**src/hdl/sbif_pkg.sv**
```systemverilog
// Shared types and constants for the selectable bilinear IIR filter core.
// Used by the divider, the coefficient sequencer, the filter datapath and the top level.
package sbif_pkg;

  localparam int CW = 30;   // coefficient width, Q2.28 saturated
  localparam int SW = 44;   // width of the coefficient set-up arithmetic
  localparam int QW = 30;   // divider quotient width
  localparam int DW = 24;   // dividend bits shifted into the divider
  localparam int YW = 28;   // output history width, Q.12 saturated
  localparam int XW = 24;   // input history width, Q.12
  localparam int AW = 64;   // accumulator width

  localparam logic [16:0] FS2  = 17'd88200;          // 2 * sample rate
  localparam logic [32:0] FSQ4 = 33'd7779240000;     // 4 * sample rate squared
  localparam logic [11:0] KNOB_SCALE = 12'd2695;
  localparam logic [12:0] KNOB_OFFSET = 13'd408;
  localparam logic [SW-1:0] KNOB_DIV = SW'(4095);

  localparam logic signed [CW-1:0] CMAX = 30'sh1FFFFFFF;
  localparam logic signed [CW-1:0] CMIN = 30'sh20000000;

  localparam logic [2:0] MODE_PASS  = 3'd0;
  localparam logic [2:0] MODE_LP    = 3'd1;
  localparam logic [2:0] MODE_HP    = 3'd2;
  localparam logic [2:0] MODE_BP    = 3'd3;
  localparam logic [2:0] MODE_NOTCH = 3'd4;

  localparam logic [2:0] REG_MODE     = 3'd0;
  localparam logic [2:0] REG_LP_KNOB  = 3'd1;
  localparam logic [2:0] REG_HP_KNOB  = 3'd2;
  localparam logic [2:0] REG_BP_CTR   = 3'd3;
  localparam logic [2:0] REG_BP_Q     = 3'd4;
  localparam logic [2:0] REG_NT_CTR   = 3'd5;
  localparam logic [2:0] REG_NT_Q     = 3'd6;
  localparam logic [2:0] REG_GAIN     = 3'd7;

  typedef struct packed {
    logic [SW-1:0] den;
    logic [SW-1:0] rem0;
    logic [DW-1:0] dvd;
    logic [4:0]    steps;
    logic          quo0;
  } div_req_t;

  typedef struct packed {
    logic [2:0]         mode;
    logic [3:0]         gain;
    logic [4:0][CW-1:0] c;
  } filt_cfg_t;

endpackage

```
**src/hdl/sbif_mac.sv**
```systemverilog
// Filter datapath: one shared multiplier and accumulator run by a short sequencer.
// Holds the input and output histories; depends on sbif_pkg.
module sbif_mac (
  input  logic                clk,
  input  logic                rst,
  input  logic                start,
  input  logic [11:0]         sample,
  input  sbif_pkg::filt_cfg_t cfg,
  output logic                idle,
  output logic                res_valid,
  input  logic                res_ready,
  output logic [15:0]         res_sample
);
  import sbif_pkg::*;

  localparam logic [2:0] M_IDLE = 3'd0;
  localparam logic [2:0] M_MUL  = 3'd1;
  localparam logic [2:0] M_ADD  = 3'd2;
  localparam logic [2:0] M_GAIN = 3'd3;
  localparam logic [2:0] M_RND  = 3'd4;
  localparam logic [2:0] M_DONE = 3'd5;

  logic [2:0]  st;
  logic [2:0]  sel;
  logic [XW-1:0] x, x1, x2;
  logic signed [YW-1:0] y1, y2;
  logic signed [57:0] prod;
  logic signed [AW-1:0] acc;

  logic signed [CW-1:0] coef;
  logic signed [YW-1:0] op;
  logic signed [57:0]   prod_n;
  logic [4:0]           g;
  logic                 filt;
  logic signed [AW-1:0] t;
  logic signed [35:0]   ysh;
  logic signed [YW-1:0] ysat, yfin;
  logic signed [28:0]   oy, osh;
  logic signed [15:0]   osat;

  always_comb begin
    coef = $signed(cfg.c[sel]);
    case (sel)
      3'd0:    op = $signed({4'b0, x});
      3'd1:    op = $signed({4'b0, x1});
      3'd2:    op = $signed({4'b0, x2});
      3'd3:    op = y1;
      3'd4:    op = y2;
      default: op = '0;
    endcase
    prod_n = coef * op;
    filt = (cfg.mode == MODE_LP) || (cfg.mode == MODE_HP) ||
           (cfg.mode == MODE_BP) || (cfg.mode == MODE_NOTCH);
    g = ((cfg.mode == MODE_LP) || (cfg.mode == MODE_HP)) ? {1'b0, cfg.gain} : 5'd1;
    t = acc + 64'sd134217728;
    ysh = 36'(t >>> 28);
    if (ysh > 36'sd134217727) begin
      ysat = 28'sh7FFFFFF;
    end else if (ysh < -36'sd134217728) begin
      ysat = 28'sh8000000;
    end else begin
      ysat = ysh[YW-1:0];
    end
    yfin = filt ? ysat : $signed({4'b0, x});
    oy  = 29'(yfin) + 29'sd2048;
    osh = oy >>> 12;
    if (osh > 29'sd32767) begin
      osat = 16'sh7FFF;
    end else if (osh < -29'sd32768) begin
      osat = 16'sh8000;
    end else begin
      osat = osh[15:0];
    end
  end

  always_ff @(posedge clk) begin
    if (rst) begin
      st  <= M_IDLE;
      sel <= 3'd0;
      x1  <= '0;
      x2  <= '0;
      y1  <= '0;
      y2  <= '0;
    end else begin
      case (st)
        M_IDLE: begin
          if (start) begin
            sel <= 3'd0;
            st  <= M_MUL;
          end
        end
        M_MUL: st <= M_ADD;
        M_ADD: begin
          if (sel == 3'd2) begin
            st <= M_GAIN;
          end else if (sel == 3'd4) begin
            st <= M_RND;
          end else begin
            sel <= sel + 3'd1;
            st  <= M_MUL;
          end
        end
        M_GAIN: begin
          sel <= 3'd3;
          st  <= M_MUL;
        end
        M_RND: begin
          x1 <= x;
          x2 <= x1;
          y1 <= yfin;
          y2 <= y1;
          st <= M_DONE;
        end
        M_DONE: begin
          if (res_ready) begin
            st <= M_IDLE;
          end
        end
        default: st <= M_IDLE;
      endcase
    end
  end

  always_ff @(posedge clk) begin
    case (st)
      M_IDLE: begin
        x   <= {sample, 12'b0};
        acc <= '0;
      end
      M_MUL:  prod <= prod_n;
      M_ADD:  acc <= (sel < 3'd3) ? (acc + 64'(prod)) : (acc - 64'(prod));
      M_GAIN: acc <= acc * $signed(g);
      M_RND:  res_sample <= osat;
      default: acc <= acc;
    endcase
  end

  assign idle      = (st == M_IDLE);
  assign res_valid = (st == M_DONE);

  a_start_idle: assert property (@(posedge clk) disable iff (rst) start |-> (st == M_IDLE))
    else $error("sample started while the datapath is busy");
  a_sel_range: assert property (@(posedge clk) disable iff (rst)
      (st == M_MUL) |-> (sel <= 3'd4))
    else $error("multiplier operand select out of range");

endmodule

```
**config.mk**
```make
export PLATFORM = sky130hd
export DESIGN_NAME = sbif_mac
export DESIGN_NICKNAME = d
export VERILOG_FILES = /design/src/hdl/sbif_pkg.sv /design/src/hdl/sbif_mac.sv
export SDC_FILE = /design/constraint.sdc
export NUM_CORES = 2
export LEC_CHECK = 0
export ABC_CLOCK_PERIOD_IN_PS = 16250
export BUFFER_PORTS_ARGS = -buffer_cell sky130_fd_sc_hd__buf_2
export CAP_MARGIN = 20
export CORE_ASPECT_RATIO = 1.75
export CORE_MARGIN = 2
export CORE_UTILIZATION = 30
export CTS_CLUSTER_SIZE = 28
export DETAILED_ROUTE_END_ITERATION = 6
export PLACE_DENSITY = 0.49
export SLEW_MARGIN = 20
export SYNTH_ARGS = -nofsm -noshare
export SYNTH_HDL_FRONTEND = slang
export SYNTH_SLANG_ARGS = --single-unit
export TNS_END_PERCENT = 20
```
**constraint.sdc**
```tcl
create_clock -name clk -period 16.25 [get_ports clk]
set_clock_uncertainty 0.2 [all_clocks]
set_input_delay 1.625 -clock clk [delete_from_list [all_inputs] [get_ports clk]]
set_output_delay 1.625 -clock clk [all_outputs]
set_load 0.005 [all_outputs]
```
# Word-level counts from Yosys, hierarchy flattened
# Index checks and enable logic that the tools add are counted.
# classes
shift,0
n_reduce_logical,8
addsub,5
bitwise_logic,0
order_cmp,6
div_mod_pow,0
eq_ne,17
muxes,19
n_mul,2
# op_table
op,count
case mux 64 bit (3 select lines),1
case mux 28 bit (5 select lines),1
binary-select mux 30 bit (select 3 bit),1
2-to-1 mux 28 bit,3
adder 64 x 29 -> 64 bit (second input constant),1
adder 64 x 58 -> 64 bit,1
multiplier 64 x 5 -> 64 bit,1
2-to-1 mux 64 bit,1
subtractor 64 x 58 -> 64 bit,1
multiplier 30 x 28 -> 58 bit,1
> comparator 36 x 28 -> 1 bit (second input constant),1
less-than comparator 36 x 28 -> 1 bit (second input constant),1
2-to-1 mux 30 bit,1
adder 28 x 13 -> 29 bit (second input constant),1
2-to-1 mux 3 bit,7
equality test 3 x 2 -> 1 bit (second input constant),6
case mux 3 bit (6 select lines),1
> comparator 17 x 16 -> 1 bit (second input constant),1
less-than comparator 17 x 16 -> 1 bit (second input constant),1
2-to-1 mux 16 bit,1
equality test 3 bit (second input constant),4
equality test 3 x 1 -> 1 bit (second input constant),3
case mux 3 bit (3 select lines),1
zero test 3 bit,2
10 further kinds,14
# word_totals
out_inout_bits,18
mem_bits_ro,0
latch_bits,0
elab_cells,67
ff_bits,236
ram_bits,0
memories,0

# Depth between registers and ports, before layout
# depth
ltp_word,8
ltp_mapped,37
mapped_depth_nobuf,33

# Worst setup path after synthesis
# No wires, ideal clock.
# synth_timing
path_type,input to register
start,input cfg[149] (netlist bit)
end,"register prod[55], data pin"
stages,29
t_required_ps,15786
arrival_ps,9019
n_path_buf,1
setup_time_ps,264
path_slack_ps,6767
cell_sequence,mux2i_1 nor2_1 a21oi_1 o22ai_1 clkbuf_1 nand2_1 fa_1 inv_1 fa_1 inv_1 fa_1 inv_1 fa_1 fa_1 fa_1 inv_1 fa_1 inv_1 ha_1 ha_1 inv_1 o21bai_1 a21oi_1 nor2b_1 o21a_1 o21ai_0 nand2b_1 a221oi_1 xnor2_1
# synth_between
elab_chain_cells,3
# synth_rtl
item,line_no,source
"start, declared",sbif_mac.sv:8,"input sbif_pkg::filt_cfg_t cfg,"
binary-select mux 30 bit (select 3 bit),sbif_mac.sv:42,coef = $signed(cfg.c[sel]);
2-to-1 mux 30 bit (implied by the code),sbif_mac.sv:42,
multiplier 30 x 28 -> 58 bit,sbif_mac.sv:51,prod_n = coef * op;
via prod_n[55],sbif_mac.sv:32,logic signed [57:0] prod_n;
"end signal, assigned",sbif_mac.sv:130,M_MUL: prod <= prod_n;
"end, declared",sbif_mac.sv:27,logic signed [57:0] prod;
# The timed path passes the listed nets, and every way through them passes these cells. The select of a mux whose other input is x is not followed.
# A chain may end at the register's enable or synchronous reset.

# Worst setup path after layout
# layout_timing
start,register sel[1]
end,"register prod[56], data pin"
# layout_between
elab_chain_cells,3
elab_cells_between_ends,9
cone_classes,1 x mul; 4 x eq/ne; 3 x mux; 1 x reduce/logical
# layout_rtl
item,line_no,source
"start, declared",sbif_mac.sv:24,logic [2:0] sel;
"start signal, assigned",sbif_mac.sv:99,sel <= sel + 3'd1;
equality test 3 bit (tied with other cells),sbif_mac.sv:43,case (sel)
case mux 28 bit (5 select lines) / 2-to-1 mux 30 bit (equally long branches),"sbif_mac.sv:43, sbif_mac.sv:42",
multiplier 30 x 28 -> 58 bit (*),sbif_mac.sv:51,
via prod_n[56],sbif_mac.sv:32,
# Mark *: on every way through the listed nets, which the timed path passes. The rest lies on a longest branch. The select of a mux whose other input is x is not followed.

==> results.yml <==
status:
  status: "completed"
clock_tree:
  clkSlewWorstSetupHoldPaths_ns: 0.08
  clock_latency_ns: 0.64
  cts_setup_buffers: 0
  post_cts_resized: 0
  htreeDepth: 1
  cts.sinks: 236
  cts_buffer_depth: 3
  clockRootBuffer: "clkbuf_16"
  numCtsBuffers: 26
  ctsHoldBuffers: 0
  cts_tree: "yes"
worst_setup_path:
  cp_max_fo: 65
  timing.rr.start: "sel[1]$_SDFFE_PP0P_"
  ff2ff_path_depth: 28
  max_stage_delay_ns: 0.93
  reg2reg_slack_ns: 5.13
  worst-setup-path-type: "reg2reg"
  r2r_end: "prod[56]$_DFFE_PP_"
  cp-start-kind: "flop"
  slowest_stage: "a22o_1"
  crit_start: "sel[1]$_SDFFE_PP0P_"
  worstPathRequired_ns: 16.40
  cp_common_cell: "fa_1"
  worstPathArrival_ns: 11.27
  endpoint: "prod[56]$_DFFE_PP_"
  end_kind: "flop"
cells_and_area:
  layout-drive-gt1-share_pct: 6.778
  finalNetCount: 8055
  fill_cells: 19490
  syn_to_final_growth_pct: 8.591
  final_core_util_pct: 32.75
placement:
  io_buffers: 190
  hpwlAfterDp_mm: 172.1
  place_congestion: 0.9184
synthesis:
  synth_sequential_area_ratio_pct: 11.27
  syn_area_um2: 55260
  ys_warn_count: 0
  syn-num-nets: 8046
  async_flop_share_pct: 0
  synthCells: 6492
  ys_ff_latch: 236
  avgSynthCellArea_um2: 8.512
  yosysUniqueCellTypes: 88
  synth_edf_count: 150
  synthFlopType: "edfxtp_1"
routing:
  viasPerCell: 5.188
  dr.first_iter.drc_count: 2696
  avgRoutedWirePerCell_um: 24.12
  wl_mm: 215.6
  final_antenna_net_count: 0
  drc_errors: 0
  first_pass_iters: 5
  vias: 46370
sta:
  drv_slew: 0
  worst_pin_slew_ns: 1.225
  period_share_pct: 68.41
  finalCriticalPeriod_ns: 11.12
  finalSetupTns_ns: 0
  rsz0062_at_grt: "no"
  fin_hold_ws_ns: 0.2542
  fmax_ghz: 0.08996
  finalSetupViolCount: 0
  finalHoldViolCount: 0
  relSlewSlack_pct: 18.31
job:
  cap_violations: 0
grt:
  grt_max_degree: 87
  first_global_vias: 49520
  grt_usage_pct: 22.90
  grt.overflow.total: 0
  grt_pass1_wl_mm: 317.1
  antenna_found_initial: 4
die:
  placementRows: 208
  core_area_um2: 183200
  die_y_um: 571.7
  dieWidth_um: 328.4
  dieArea_um2: 187800
  ioPinCount: 191
  initial_core_util_pct: 30.16
min_path:
  hold_class: "reg2reg"
  hold_start: "y2[15]$_SDFFE_PP0N_"
-- through the flow --
stage          worst slack [ns]  std cells  cell area [µm²]
3_5_place_dp              5.120       8888            59120
4_1_cts                   5.100       8936            59990
6_report                  5.134       8939            60000
5_1_grt                   4.608       8937            60000
3_3_place_gp              5.174       8888            59120
2_1_floorplan             6.767       6492            55260
-- layout make-up --
| class | instances | area (µm²) | area share [%] |
|---|---|---|---|
| diodes | 3 | 7.507 | 0.01251 |
| flip-flops and latches | 236 | 6236 | 10.39 |
| well taps | 2415 | 3022 | 5.036 |
| repair buffers | 316 | 1897 | 3.161 |
| clock inverters | 16 | 176.4 | 0.2940 |
| inverters | 1143 | 4290 | 7.150 |
| clock buffers | 32 | 693.2 | 1.155 |
| multi-input cells | 4778 | 43680 | 72.80 |
-- worst max-delay path: cells and delay by family, from the launching register on --
| family | cells | cell delay [ns] |
|---|---|---|
| flops | 1 | 0.32 |
| compound gates | 5 | 1.94 |
| fa+ha+maj | 11 | 4.76 |
| buf+inv | 7 | 2.63 |
| simple gates | 5 | 0.93 |
-- Yosys cell counts (all sizes together), types with 18 or more instances --
master  count  area share [%]
a211oi     25            0.36
a21o      122             1.7
a21oi     368             3.3
a22oi      44            0.60
a31oi      29            0.34
and2       82            0.93
and3      158             1.8
buf        34            0.25
clkbuf    301             2.0
dfxtp      86             3.1
edfxtp    150             8.2
fa        996              36
ha        385             8.7
inv      1143             7.8
mux2i      71             1.3
nand2     742             5.0
nand2b     51            0.58
nand3      63            0.59
nand4      43            0.49
nor2      725             4.9
nor2b      33            0.37
nor3       57            0.55
nor4       18            0.22
o21a       26            0.37
o21ai     139             1.3
o21bai     23            0.31
o22a       38            0.60
o22ai      41            0.46
o31ai      21            0.29
xnor2     174             2.8
xor2      102             1.6
-- logic make-up after synthesis --
logic type | synth area share (%)
buf+inv | 10.06
simple gates | 16.58
compound gates | 11.61
xor+xnor | 4.375
flops | 11.27
mux | 1.307
fa+ha+maj | 44.80
-- state kept, by name (all words and copies together), names as in the netlist --
signal / count
x1: 12
acc: 64
res_sample: 16
y2: 28
prod: 58
x2: 12
st: 3
x: 12
sel: 3
y1: 28
-- metal layers --
| metal | share of wire (%) | vias to the layer above | track usage (%) | routed length [µm] |
|---|---|---|---|---|
| met3 | 4.1 | 581 | 2.011 | 8917 |
| met2 | 53 | 1526 | 43.07 | 114000 |
| li1 | - | 20660 | - | - |
| met4 | 8.4 | 2 | 16.07 | 18210 |
| met5 | 0.0070 | - | 0 | 15 |
| met1 | 35 | 23610 | 23.72 | 74530 |
-- how the worst min path moves through the flow --
| stage | to | slack (ns) | depth (start not counted) |
|---|---|---|---|
| after global placement | y2[22]$_SDFFE_PP0N_ | 0.24 | 2 |
| after global routing | x2[19]$_SDFFE_PP0N_ | 0.27 | 2 |
| after floorplan | y2[23]$_SDFFE_PP0N_ | 0.24 | 2 |
| after detailed placement | y2[15]$_SDFFE_PP0N_ | 0.25 | 2 |
| final | y2[15]$_SDFFE_PP0N_ | 0.25 | 2 |
| after CTS | y2[15]$_SDFFE_PP0N_ | 0.26 | 2 |
-- placed cells by master (no fill, tap or decap), types with 17 or more instances in the layout --
master,instances
o31ai_1,21
a31oi_1,28
buf_4,126
o22a_1,37
a21o_1,122
buf_2,190
o21a_1,25
nand2b_1,50
and3_1,158
xnor2_1,174
o22ai_1,37
a22oi_1,37
nor2_1,722
nand3_1,61
inv_1,1141
mux2i_1,70
fa_1,996
a211oi_1,24
o21bai_1,23
xor2_1,101
and2_1,80
clkbuf_16,26
nand2_1,740
dfxtp_1,82
ha_1,384
o21ai_0,130
edfxtp_1,150
nor2b_1,32
nor3_1,52
a21oi_1,365
nor4_1,17
nand4_1,43
Power is not shown: default switching activity piles up to over one toggle a cycle in this logic, so the estimate is an artifact.
