**src/hdl/sbif_pkg.sv**
```systemverilog
// Shared types and constants for the selectable bilinear IIR filter core.
// Used by the divider, the coefficient sequencer, the filter datapath and the top level.
package sbif_pkg;

  localparam int CW = 30;   // coefficient width, Q2.28 saturated
  localparam int SW = 44;   // width of the coefficient set-up arithmetic
  localparam int QW = 30;   // divider quotient width
  localparam int DW = 24;   // dividend bits shifted into the divider
  localparam int YW = 28;   // output history width, Q.12 saturated
  localparam int XW = 24;   // input history width, Q.12
  localparam int AW = 64;   // accumulator width

  localparam logic [16:0] FS2  = 17'd88200;          // 2 * sample rate
  localparam logic [32:0] FSQ4 = 33'd7779240000;     // 4 * sample rate squared
  localparam logic [11:0] KNOB_SCALE = 12'd2695;
  localparam logic [12:0] KNOB_OFFSET = 13'd408;
  localparam logic [SW-1:0] KNOB_DIV = SW'(4095);

  localparam logic signed [CW-1:0] CMAX = 30'sh1FFFFFFF;
  localparam logic signed [CW-1:0] CMIN = 30'sh20000000;

  localparam logic [2:0] MODE_PASS  = 3'd0;
  localparam logic [2:0] MODE_LP    = 3'd1;
  localparam logic [2:0] MODE_HP    = 3'd2;
  localparam logic [2:0] MODE_BP    = 3'd3;
  localparam logic [2:0] MODE_NOTCH = 3'd4;

  localparam logic [2:0] REG_MODE     = 3'd0;
  localparam logic [2:0] REG_LP_KNOB  = 3'd1;
  localparam logic [2:0] REG_HP_KNOB  = 3'd2;
  localparam logic [2:0] REG_BP_CTR   = 3'd3;
  localparam logic [2:0] REG_BP_Q     = 3'd4;
  localparam logic [2:0] REG_NT_CTR   = 3'd5;
  localparam logic [2:0] REG_NT_Q     = 3'd6;
  localparam logic [2:0] REG_GAIN     = 3'd7;

  typedef struct packed {
    logic [SW-1:0] den;
    logic [SW-1:0] rem0;
    logic [DW-1:0] dvd;
    logic [4:0]    steps;
    logic          quo0;
  } div_req_t;

  typedef struct packed {
    logic [2:0]         mode;
    logic [3:0]         gain;
    logic [4:0][CW-1:0] c;
  } filt_cfg_t;

endpackage

```
**src/hdl/sbif_div.sv**
```systemverilog
// Shared restoring divider, one quotient bit per cycle.
// Depends on sbif_pkg for the request type and widths.
module sbif_div (
  input  logic              clk,
  input  logic              rst,
  input  logic              start,
  input  sbif_pkg::div_req_t req,
  output logic              done,
  output logic [sbif_pkg::QW-1:0] quo
);
  import sbif_pkg::*;

  logic          run;
  logic [4:0]    cnt;
  logic [SW-1:0] den;
  logic [SW-1:0] r;
  logic [DW-1:0] dvd;
  logic [SW-1:0] r2;
  logic          ge;

  always_comb begin
    r2 = {r[SW-2:0], dvd[DW-1]};
    ge = (r2 >= den);
  end

  always_ff @(posedge clk) begin
    if (rst) begin
      run  <= 1'b0;
      done <= 1'b0;
      cnt  <= '0;
    end else begin
      done <= 1'b0;
      if (start) begin
        run <= 1'b1;
        cnt <= req.steps;
      end else if (run) begin
        cnt <= cnt - 5'd1;
        if (cnt == 5'd1) begin
          run  <= 1'b0;
          done <= 1'b1;
        end
      end
    end
  end

  always_ff @(posedge clk) begin
    if (start) begin
      den <= req.den;
      r   <= req.rem0;
      dvd <= req.dvd;
      quo <= {{(QW-1){1'b0}}, req.quo0};
    end else if (run) begin
      r   <= ge ? (r2 - den) : r2;
      dvd <= {dvd[DW-2:0], 1'b0};
      quo <= {quo[QW-2:0], ge};
    end
  end

  a_done_idle: assert property (@(posedge clk) disable iff (rst) done |-> !run)
    else $error("divider reports done while still running");
  a_cnt_live: assert property (@(posedge clk) disable iff (rst) run |-> (cnt != 5'd0))
    else $error("divider running with an empty step count");

endmodule

```
**src/hdl/sbif_coef.sv**
```systemverilog
// Configuration registers and the sequencer that derives the five Q2.28 coefficients.
// Depends on sbif_pkg and the shared divider sbif_div.
module sbif_coef (
  input  logic                 clk,
  input  logic                 rst,
  input  logic                 cfg_wr_en,
  input  logic [2:0]           cfg_index,
  input  logic [15:0]          cfg_data,
  output logic                 busy,
  output sbif_pkg::filt_cfg_t  cfg
);
  import sbif_pkg::*;

  localparam logic [3:0] S_IDLE   = 4'd0;
  localparam logic [3:0] S_P0     = 4'd1;
  localparam logic [3:0] S_P1     = 4'd2;
  localparam logic [3:0] S_P2     = 4'd3;
  localparam logic [3:0] S_KSTART = 4'd4;
  localparam logic [3:0] S_KWAIT  = 4'd5;
  localparam logic [3:0] S_KW     = 4'd6;
  localparam logic [3:0] S_JSEL   = 4'd7;
  localparam logic [3:0] S_DGO    = 4'd8;
  localparam logic [3:0] S_DWAIT  = 4'd9;
  localparam logic [3:0] S_DPOST  = 4'd10;

  logic [2:0]  mode;
  logic [11:0] lp_knob, hp_knob;
  logic [15:0] bp_ctr, nt_ctr;
  logic [6:0]  bp_q, nt_q;
  logic [3:0]  gain;

  logic [3:0]  st;
  logic [1:0]  job;
  logic [23:0] kp;
  logic [31:0] ww;
  logic [32:0] bw;
  logic [39:0] qf;
  logic [38:0] qww;
  logic [6:0]  q_s;
  logic [12:0] wc;
  logic [SW-1:0] a0;
  logic [2:0][SW-1:0] num;
  logic          neg;
  logic [SW-1:0] mag;
  logic [4:0][CW-1:0] c;

  logic [15:0] w_eff;
  logic [6:0]  q_eff;
  logic [11:0] k_sel;
  logic        first_order;
  logic [1:0]  last_job;
  logic        ovf, qb;
  logic        div_start, div_done;
  div_req_t    dreq;
  logic [QW-1:0] dquo;
  logic [QW-1:0] vr;
  logic signed [CW-1:0] res, res_neg;
  logic        wr;

  always_comb begin
    w_eff = (mode == MODE_BP) ? bp_ctr : nt_ctr;
    if (w_eff == 16'd0) begin
      w_eff = 16'd1;
    end
    q_eff = (mode == MODE_BP) ? bp_q : nt_q;
    if (q_eff == 7'd0) begin
      q_eff = 7'd1;
    end
    k_sel = (mode == MODE_LP) ? lp_knob : hp_knob;
    first_order = (mode == MODE_LP) || (mode == MODE_HP);
    last_job = first_order ? 2'd1 : 2'd2;
    ovf = ({1'b0, mag} >= {a0, 1'b0});
    qb  = (mag >= a0);
    if (st == S_KSTART) begin
      dreq.den   = KNOB_DIV;
      dreq.rem0  = '0;
      dreq.dvd   = kp;
      dreq.steps = 5'd24;
      dreq.quo0  = 1'b0;
    end else begin
      dreq.den   = a0;
      dreq.rem0  = qb ? (mag - a0) : mag;
      dreq.dvd   = '0;
      dreq.steps = 5'd29;
      dreq.quo0  = qb;
    end
    div_start = (st == S_KSTART) || ((st == S_DGO) && !ovf);
    vr = QW'(({1'b0, dquo} + 31'd1) >> 1);
    if (st == S_DGO) begin
      res = neg ? CMIN : CMAX;
    end else if (neg) begin
      res = -$signed(vr);
    end else begin
      res = (vr > QW'(CMAX)) ? CMAX : $signed(vr);
    end
    res_neg = -res;
    wr = ((st == S_DGO) && ovf) || (st == S_DPOST);
  end

  sbif_div u_div (
    .clk   (clk),
    .rst   (rst),
    .start (div_start),
    .req   (dreq),
    .done  (div_done),
    .quo   (dquo)
  );

  always_ff @(posedge clk) begin
    if (rst) begin
      mode    <= MODE_PASS;
      lp_knob <= 12'd0;
      hp_knob <= 12'd0;
      bp_ctr  <= 16'd628;
      bp_q    <= 7'd100;
      nt_ctr  <= 16'd628;
      nt_q    <= 7'd100;
      gain    <= 4'd7;
      st      <= S_P0;
      job     <= 2'd0;
    end else if (cfg_wr_en) begin
      case (cfg_index)
        REG_MODE:    mode    <= cfg_data[2:0];
        REG_LP_KNOB: lp_knob <= cfg_data[11:0];
        REG_HP_KNOB: hp_knob <= cfg_data[11:0];
        REG_BP_CTR:  bp_ctr  <= cfg_data;
        REG_BP_Q:    bp_q    <= cfg_data[6:0];
        REG_NT_CTR:  nt_ctr  <= cfg_data;
        REG_NT_Q:    nt_q    <= cfg_data[6:0];
        REG_GAIN:    gain    <= cfg_data[3:0];
        default:     gain    <= gain;
      endcase
      st <= S_P0;
    end else begin
      case (st)
        S_P0: st <= S_P1;
        S_P1: st <= S_P2;
        S_P2: begin
          job <= 2'd0;
          if (first_order) begin
            st <= S_KSTART;
          end else if ((mode == MODE_BP) || (mode == MODE_NOTCH)) begin
            st <= S_JSEL;
          end else begin
            st <= S_IDLE;
          end
        end
        S_KSTART: st <= S_KWAIT;
        S_KWAIT: begin
          if (div_done) begin
            st <= S_KW;
          end
        end
        S_KW:   st <= S_JSEL;
        S_JSEL: st <= S_DGO;
        S_DGO: begin
          if (!ovf) begin
            st <= S_DWAIT;
          end else if (job == last_job) begin
            st <= S_IDLE;
          end else begin
            job <= job + 2'd1;
            st  <= S_JSEL;
          end
        end
        S_DWAIT: begin
          if (div_done) begin
            st <= S_DPOST;
          end
        end
        S_DPOST: begin
          if (job == last_job) begin
            st <= S_IDLE;
          end else begin
            job <= job + 2'd1;
            st  <= S_JSEL;
          end
        end
        default: st <= S_IDLE;
      endcase
    end
  end

  always_ff @(posedge clk) begin
    case (st)
      S_P0: begin
        kp  <= {12'b0, k_sel} * {12'b0, KNOB_SCALE};
        ww  <= {16'b0, w_eff} * {16'b0, w_eff};
        bw  <= {17'b0, w_eff} * {16'b0, FS2};
        qf  <= {33'b0, q_eff} * {7'b0, FSQ4};
        q_s <= q_eff;
        c   <= '0;
      end
      S_P1: begin
        qww <= {7'b0, ww} * {32'b0, q_s};
      end
      S_P2: begin
        a0 <= SW'(qf) + SW'(bw) + SW'(qww);
        num[0] <= (mode == MODE_BP) ? SW'(bw) : (SW'(qf) + SW'(qww));
        num[1] <= SW'({qww, 1'b0}) - SW'({qf, 1'b0});
        num[2] <= SW'(qf) - SW'(bw) + SW'(qww);
      end
      S_KWAIT: begin
        wc <= 13'(dquo[11:0]) + KNOB_OFFSET;
      end
      S_KW: begin
        a0     <= SW'(wc) + SW'(FS2);
        num[0] <= (mode == MODE_LP) ? SW'(wc) : SW'(FS2);
        num[1] <= SW'(wc) - SW'(FS2);
      end
      S_JSEL: begin
        neg <= num[job][SW-1];
        mag <= num[job][SW-1] ? (SW'(0) - num[job]) : num[job];
      end
      default: begin
        if (wr) begin
          case (job)
            2'd0: begin
              c[0] <= res;
              if (mode == MODE_LP) begin
                c[1] <= res;
              end else if (mode == MODE_HP) begin
                c[1] <= res_neg;
              end else if (mode == MODE_BP) begin
                c[2] <= res_neg;
              end else begin
                c[2] <= res;
              end
            end
            2'd1: begin
              c[3] <= res;
              if (mode == MODE_NOTCH) begin
                c[1] <= res;
              end
            end
            default: c[4] <= res;
          endcase
        end
      end
    endcase
  end

  assign busy = (st != S_IDLE);
  assign cfg  = '{mode: mode, gain: gain, c: c};

  a_job_range: assert property (@(posedge clk) disable iff (rst) busy |-> (job <= 2'd2))
    else $error("coefficient job index out of range");

endmodule

```
**config.mk**
```make
export PLATFORM = sky130hd
export DESIGN_NAME = sbif_coef
export DESIGN_NICKNAME = d
export VERILOG_FILES = /design/src/hdl/sbif_pkg.sv /design/src/hdl/sbif_div.sv /design/src/hdl/sbif_coef.sv
export SDC_FILE = /design/constraint.sdc
export NUM_CORES = 2
export LEC_CHECK = 0
export BUFFER_PORTS_ARGS = -buffer_cell sky130_fd_sc_hd__buf_2
export CAP_MARGIN = 20
export CORE_MARGIN = 10
export CORE_UTILIZATION = 45
export CTS_CLUSTER_DIAMETER = 200
export DETAILED_ROUTE_END_ITERATION = 10
export PLACE_DENSITY = 0.7
export SYNTH_ARGS = -nofsm -noshare
export SYNTH_HDL_FRONTEND = slang
export SYNTH_SLANG_ARGS = --single-unit
```
**constraint.sdc**
```tcl
create_clock -name clk -period 8.1 [get_ports clk]
set_input_delay 1.62 -clock clk [delete_from_list [all_inputs] [get_ports clk]]
set_output_delay 1.62 -clock clk [all_outputs]
set_load 0.01 [all_outputs]
```
* Word level (Yosys, flattened, before mapping) *
Cells that the tools add are included.

word-level totals
  register bits after elaboration = 781
  input port bits = 22
  logic and storage cells = 192

operators by class
  add/sub/neg operators = 17
  $mul = 5
  order comparisons = 5
  eq/ne operators = 32
  muxes and demuxes = 55
  bitwise operators = 3
  reductions and logical operators = 38

operators with widths
  cell                                                count
  two-way mux 30 bit                                  14
  one-hot mux 150 bit (2 select lines)                1
  two-way mux 43 bit                                  5
  one-hot mux 88 bit (2 select lines)                 1
  two-way mux 150 bit                                 1
  binary-select mux 44 bit (select 2 bit)             1
  greater-or-equal comparator 44 bit                  2
  one-hot mux 44 bit (2 select lines)                 1
  subtractor 43 bit                                   2
  two-way mux 73 bit                                  1
  negator 30 bit                                      2
  one-hot mux 30 bit (2 select lines)                 1
  two-way mux 24 bit                                  2
  greater-or-equal comparator 44 x 45 -> 1 bit        1
  two-way mux 44 bit                                  1
  subtractor 1 x 44 -> 44 bit (first input constant)  1
  adder 41 x 39 -> 42 bit                             1
  adder 41 x 40 -> 42 bit                             1
  subtractor 40 x 41 -> 42 bit                        1
  adder 40 x 33 -> 41 bit                             1
  adder 40 x 39 -> 41 bit                             1
  two-way mux 41 bit                                  1
  subtractor 40 x 33 -> 41 bit                        1
  one-hot mux 4 bit (10 select lines)                 1
  other kinds (54)                                    110

* Logic depth before layout (Yosys ltp) *
  word-level depth = 12
  depth in mapped cells = 36
  depth with buffers taken out = 31

* By module *
A second synthesis with hierarchy kept.

second synthesis, totals
  cells, all modules = 7392
  area, all modules = 70677.8 um^2

modules (own cells, without submodules)
  module     instances  cells an instance  area each (um^2)  seq. area each (um^2)
  sbif_coef  1          6598               61794.3           17666.9
  sbif_div   1          794                8883.5            4083.9

* Worst setup path after synthesis *
Ideal clock, no wire load.

  path type = register to register
  start = register mode[0]
  end = register ww[29], data pin
  data arrival time = 8146 ps
  required time = 7835 ps
  path slack = -311 ps
  stages on the path, launching flop included = 32
  path buffers = 4
  period minus slack after synthesis = 8411 ps
  cell sequence = dfxtp_1 > nor2b_1 > and2_1 > clkbuf_1 > clkbuf_1 > buf_1 > nand2_1 > nand2_1 > clkbuf_1 > ha_1 > inv_1 > fa_1 > fa_1 > inv_1 > fa_1 > fa_1 > fa_1 > inv_1 > fa_1 > inv_1 > ha_1 > a21o_1 > a21o_1 > a21oi_1 > o21ai_0 > and3_1 > o31a_1 > o41a_1 > a211o_1 > a21oi_1 > o21ai_0 > xor2_1

between the ends
  word-level cells in the longest chain between the ends = 5

RTL lines
  element                           RTL line          source
  start: declaration                sbif_coef.sv:26   logic [2:0] mode;
  start signal: assignment          sbif_coef.sv:123  REG_MODE: mode <= cfg_data[2:0];
  == test 3 x 2 -> 1 bit (*)        sbif_coef.sv:61   w_eff = (mode == MODE_BP) ? bp_ctr : nt_ctr;
  two-way mux 16 bit (*)            sbif_coef.sv:61
  zero test 16 bit                  sbif_coef.sv:62   if (w_eff == 16'd0) begin
  two-way mux 16 bit (*)            sbif_coef.sv:62
  multiplier 16 x 16 -> 32 bit (*)  sbif_coef.sv:188  ww <= {16'b0, w_eff} * {16'b0, w_eff};
  end signal: assignment            sbif_coef.sv:188
  end: declaration                  sbif_coef.sv:35   logic [31:0] ww;

Mark *: on every way between the ends. The rest lies on a longest branch, timed or not.
A chain may end at the register's enable or synchronous reset.

* Worst setup path after layout *
Same ends and word-level chain as after synthesis.

==> results.cfg <==
[status]
status = finished clean

[clock_tree]
cts_num_sinks = 761
clkTransAtPathRegs_ns = 0.06
cts-hold-fix-buffers = 0
clockRootBuffer = clkbuf_16
cts_tree = yes
worst_skew_pair.late_latency_ns = 0.73
cts_buffers = 85
h-tree-depth = 3
ctsLongestPathBuffers = 3

[worst_setup_path]
arrival_ns = 8.11
end_kind = flip-flop
cp-start-kind = flip-flop
required_ns = 8.54
worstPathMaxFanout = 12
crit_slowest_cell = fa_1
r2r_slack_ns = 0.43
rr_endpoint = ww[29]
critical_path_class = flip-flop to flip-flop
reg2reg_from = mode[0]
reg2regPathDepth = 28
max_stage_delay_ns = 0.55
cpMostUsedCell = fa_1

[timing]
slew_headroom_pct = 25.0
clock.fmax_mhz = 130
min_period_ns = 7.67
tightestPinTransition_ns = 1.13
fin_tns_setup_ns = 0
fin_ws_ns = 0.429
rsz0062_at_grt = no
finalClockSkew_ns = 0.0619
finalMaxSlewViolations = 0
hold_violations = 0
finalCritPeriodShare_pct = 94.7
setup_viol = 0

[cells_and_area]
final_util_pct = 49.5
nFillCells = 13900
layout.area.seq_sq_um = 21700
multiInputGateArea_sq_um = 43100
layout_commonest_cell = inv_1
final_area_sq_um = 75200
drive_above_1_share_pct = 7.25
areaGrowthSynthToFinish_pct = 9.15
fin_nets = 8548
final_cell_mix = inv_1 (882), ha_1 (731), nand2_1 (723)

[grt]
grt_start_max_net_pins = 121
grt_antenna_before_repair = 1
grtUsageTotal_pct = 21.8
overflow = 0
grt_pass1_vias = 52800
grt_pass1_wl_mm = 296

[floorplan]
rows = 143
coreArea_sq_um = 152000
start_util_pct = 45.3
ioPinCount = 180
chipWidth_microns = 411
die_area_sq_um = 169000
die_y_microns = 411

[drt]
drc_errors = 0
avgRoutedWirePerCell_microns = 19.9
route.vias.total = 52600
ant_nets = 0
viasPerCell = 5.57
drtPass1Iterations = 6
totalWireLength_mm = 187
first_iter_violations = 4300

[logic_synthesis]
synthesis.area_sq_um = 68900
yosys.area.top_type_share_pct = 28.0
async_flop_share_pct = 0
ys.flop_type = edfxtp_1
synthTopCellsByArea = edfxtp_1 (28%), fa_1 (13%), ha_1 (13%), inv_1 (4.8%), xnor2_1 (4.3%)
seq_area_frac_synth_pct = 31.4
syn_inst = 7217
synth-seq-cells = 761
synth_cell_types = 112
avgSynthCellArea_sq_um = 9.55
synth_edf_count = 642
yosys.area.top_type = edfxtp_1
ys_warn_count = 0

[placement]
place_worst_setup_slack_ns = 0.182
post_dp_cell_area_sq_um = 72200
place_congestion = 0.950
hpwl_mm = 150
numPortBuffers = 179

[hold_path]
worstHoldEndpoint = lp_knob[3]
hp-start = lp_knob[3]
min_path_type = flip-flop to flip-flop
hold_depth = 2

[power]
ir_drop_mv = 0.792
powerDensity_nw_per_um2 = 350
p_leak_nw = 34.4

[job]
drv_cap = 0
## state kept, by name, summed over array words and instances, names as in the netlist, 12 cells and up
name and cells:
u_div.r 43, ww 31, u_div.dvd 24, qf 29, bp_ctr 16, a0 41, cfg 150, nt_ctr 16
qww 39, kp 24, hp_knob 12, u_div.den 41, bw 29, mag 44, num 125, lp_knob 12
wc 13, u_div.quo 30
## worst max path at each step
stage / startpoint / endpoint / slack, ns / depth (start not counted)
after floorplan: mode[0] / ww[29] / 0.02 / 31
after global placement: mode[0] / ww[29] / 0.28 / 28
after detailed placement: mode[0] / ww[29] / 0.18 / 28
after CTS: mode[0] / ww[29] / 0.16 / 28
after global routing: mode[0] / ww[31] / 0.008 / 28
final: mode[0] / ww[29] / 0.43 / 28
## where the power goes
group	switching [mW]	internal, mW	leakage, nW
Sequential	0.535	5.70	7.13
Combinational	9.51	6.59	25.9
Clock	1.74	2.27	1.40
Total	11.8	14.6	34.4
## cells by family (layout without fill, tap and decap cells)
group	Yosys count	after routing	synth area share (%)
other cells	1	3	0.00544
buf+inv	1129	1320	6.28
mux	152	152	2.22
simple gates	2079	2079	14.1
compound gates	1414	1414	13.1
flops	761	761	31.4
xor+xnor	492	492	6.28
fa+ha+maj	1189	1189	26.6
## repair_timing
item / CTS / global route
gates resized for setup: 0 / 12
endpoints found under the setup margin: 0 / 6
setup buffers: 0 / 0
## synth_stat cells, types with 18 or more instances
cell type	count
a211o_1	27
a211oi_1	50
a21o_1	148
a21oi_1	456
a31oi_1	56
a41oi_1	18
and2_1	81
and3_1	56
and4_1	19
clkbuf_1	197
dfxtp_1	119
edfxtp_1	642
fa_1	458
ha_1	731
inv_1	883
mux2i_1	146
nand2_1	728
nand2b_1	84
nand3_1	122
nand3b_1	19
nand4_1	73
nor2_1	582
nor2b_1	64
nor3_1	100
nor4_1	29
o211ai_1	21
o21a_1	55
o21ai_0	274
o21bai_1	49
o22ai_1	36
o31ai_1	29
or2_2	21
or3_1	44
xnor2_1	340
xor2_1	149
## metal layers
metal / track usage [%] / vias up / wire, microns
li1: - / 25100 / -
met1: 29.2 / 25800 / 82100
met2: 36.2 / 1473 / 88400
met3: 2.78 / 289 / 10500
met4: 7.44 / 0 / 6460
met5: 0 / - / 0
## layout make-up
cell class,count,area share (%)
Timing Repair Buffer,273,2.19
Clock inverter,59,0.933
Tap cell,2030,3.38
Inverter,888,4.44
Clock buffer,100,2.96
Sequential cell,761,28.8
Multi-Input combinational cell,5328,57.3
Antenna cell,1,0.00333
## metrics by stage
step / total power, mW / hold slack [ns] / instances
6_report: 26.3 / 0.452 / 9440
5_1_grt: 28.6 / 0.474 / 9439
4_1_cts: 26.3 / 0.456 / 9438
3_5_place_dp: 22.2 / 0.446 / 9279
3_3_place_gp: 21.9 / 0.438 / 9279
2_1_floorplan: 17.9 / 0.433 / 7218
## worst max-delay path: cells and delay by family (launching register included)
family                     cells  cell delay (ns)
adders and majority gates      7             3.37
AOI/OAI and AO/OA              9             1.97
and+or+nand+nor                4             0.73
buffers and inverters          6             0.61
DFF                            1             0.33
muxes                          1             0.27
xor gates and xnor gates       1             0.16
(Power assumes the default switching activity.)
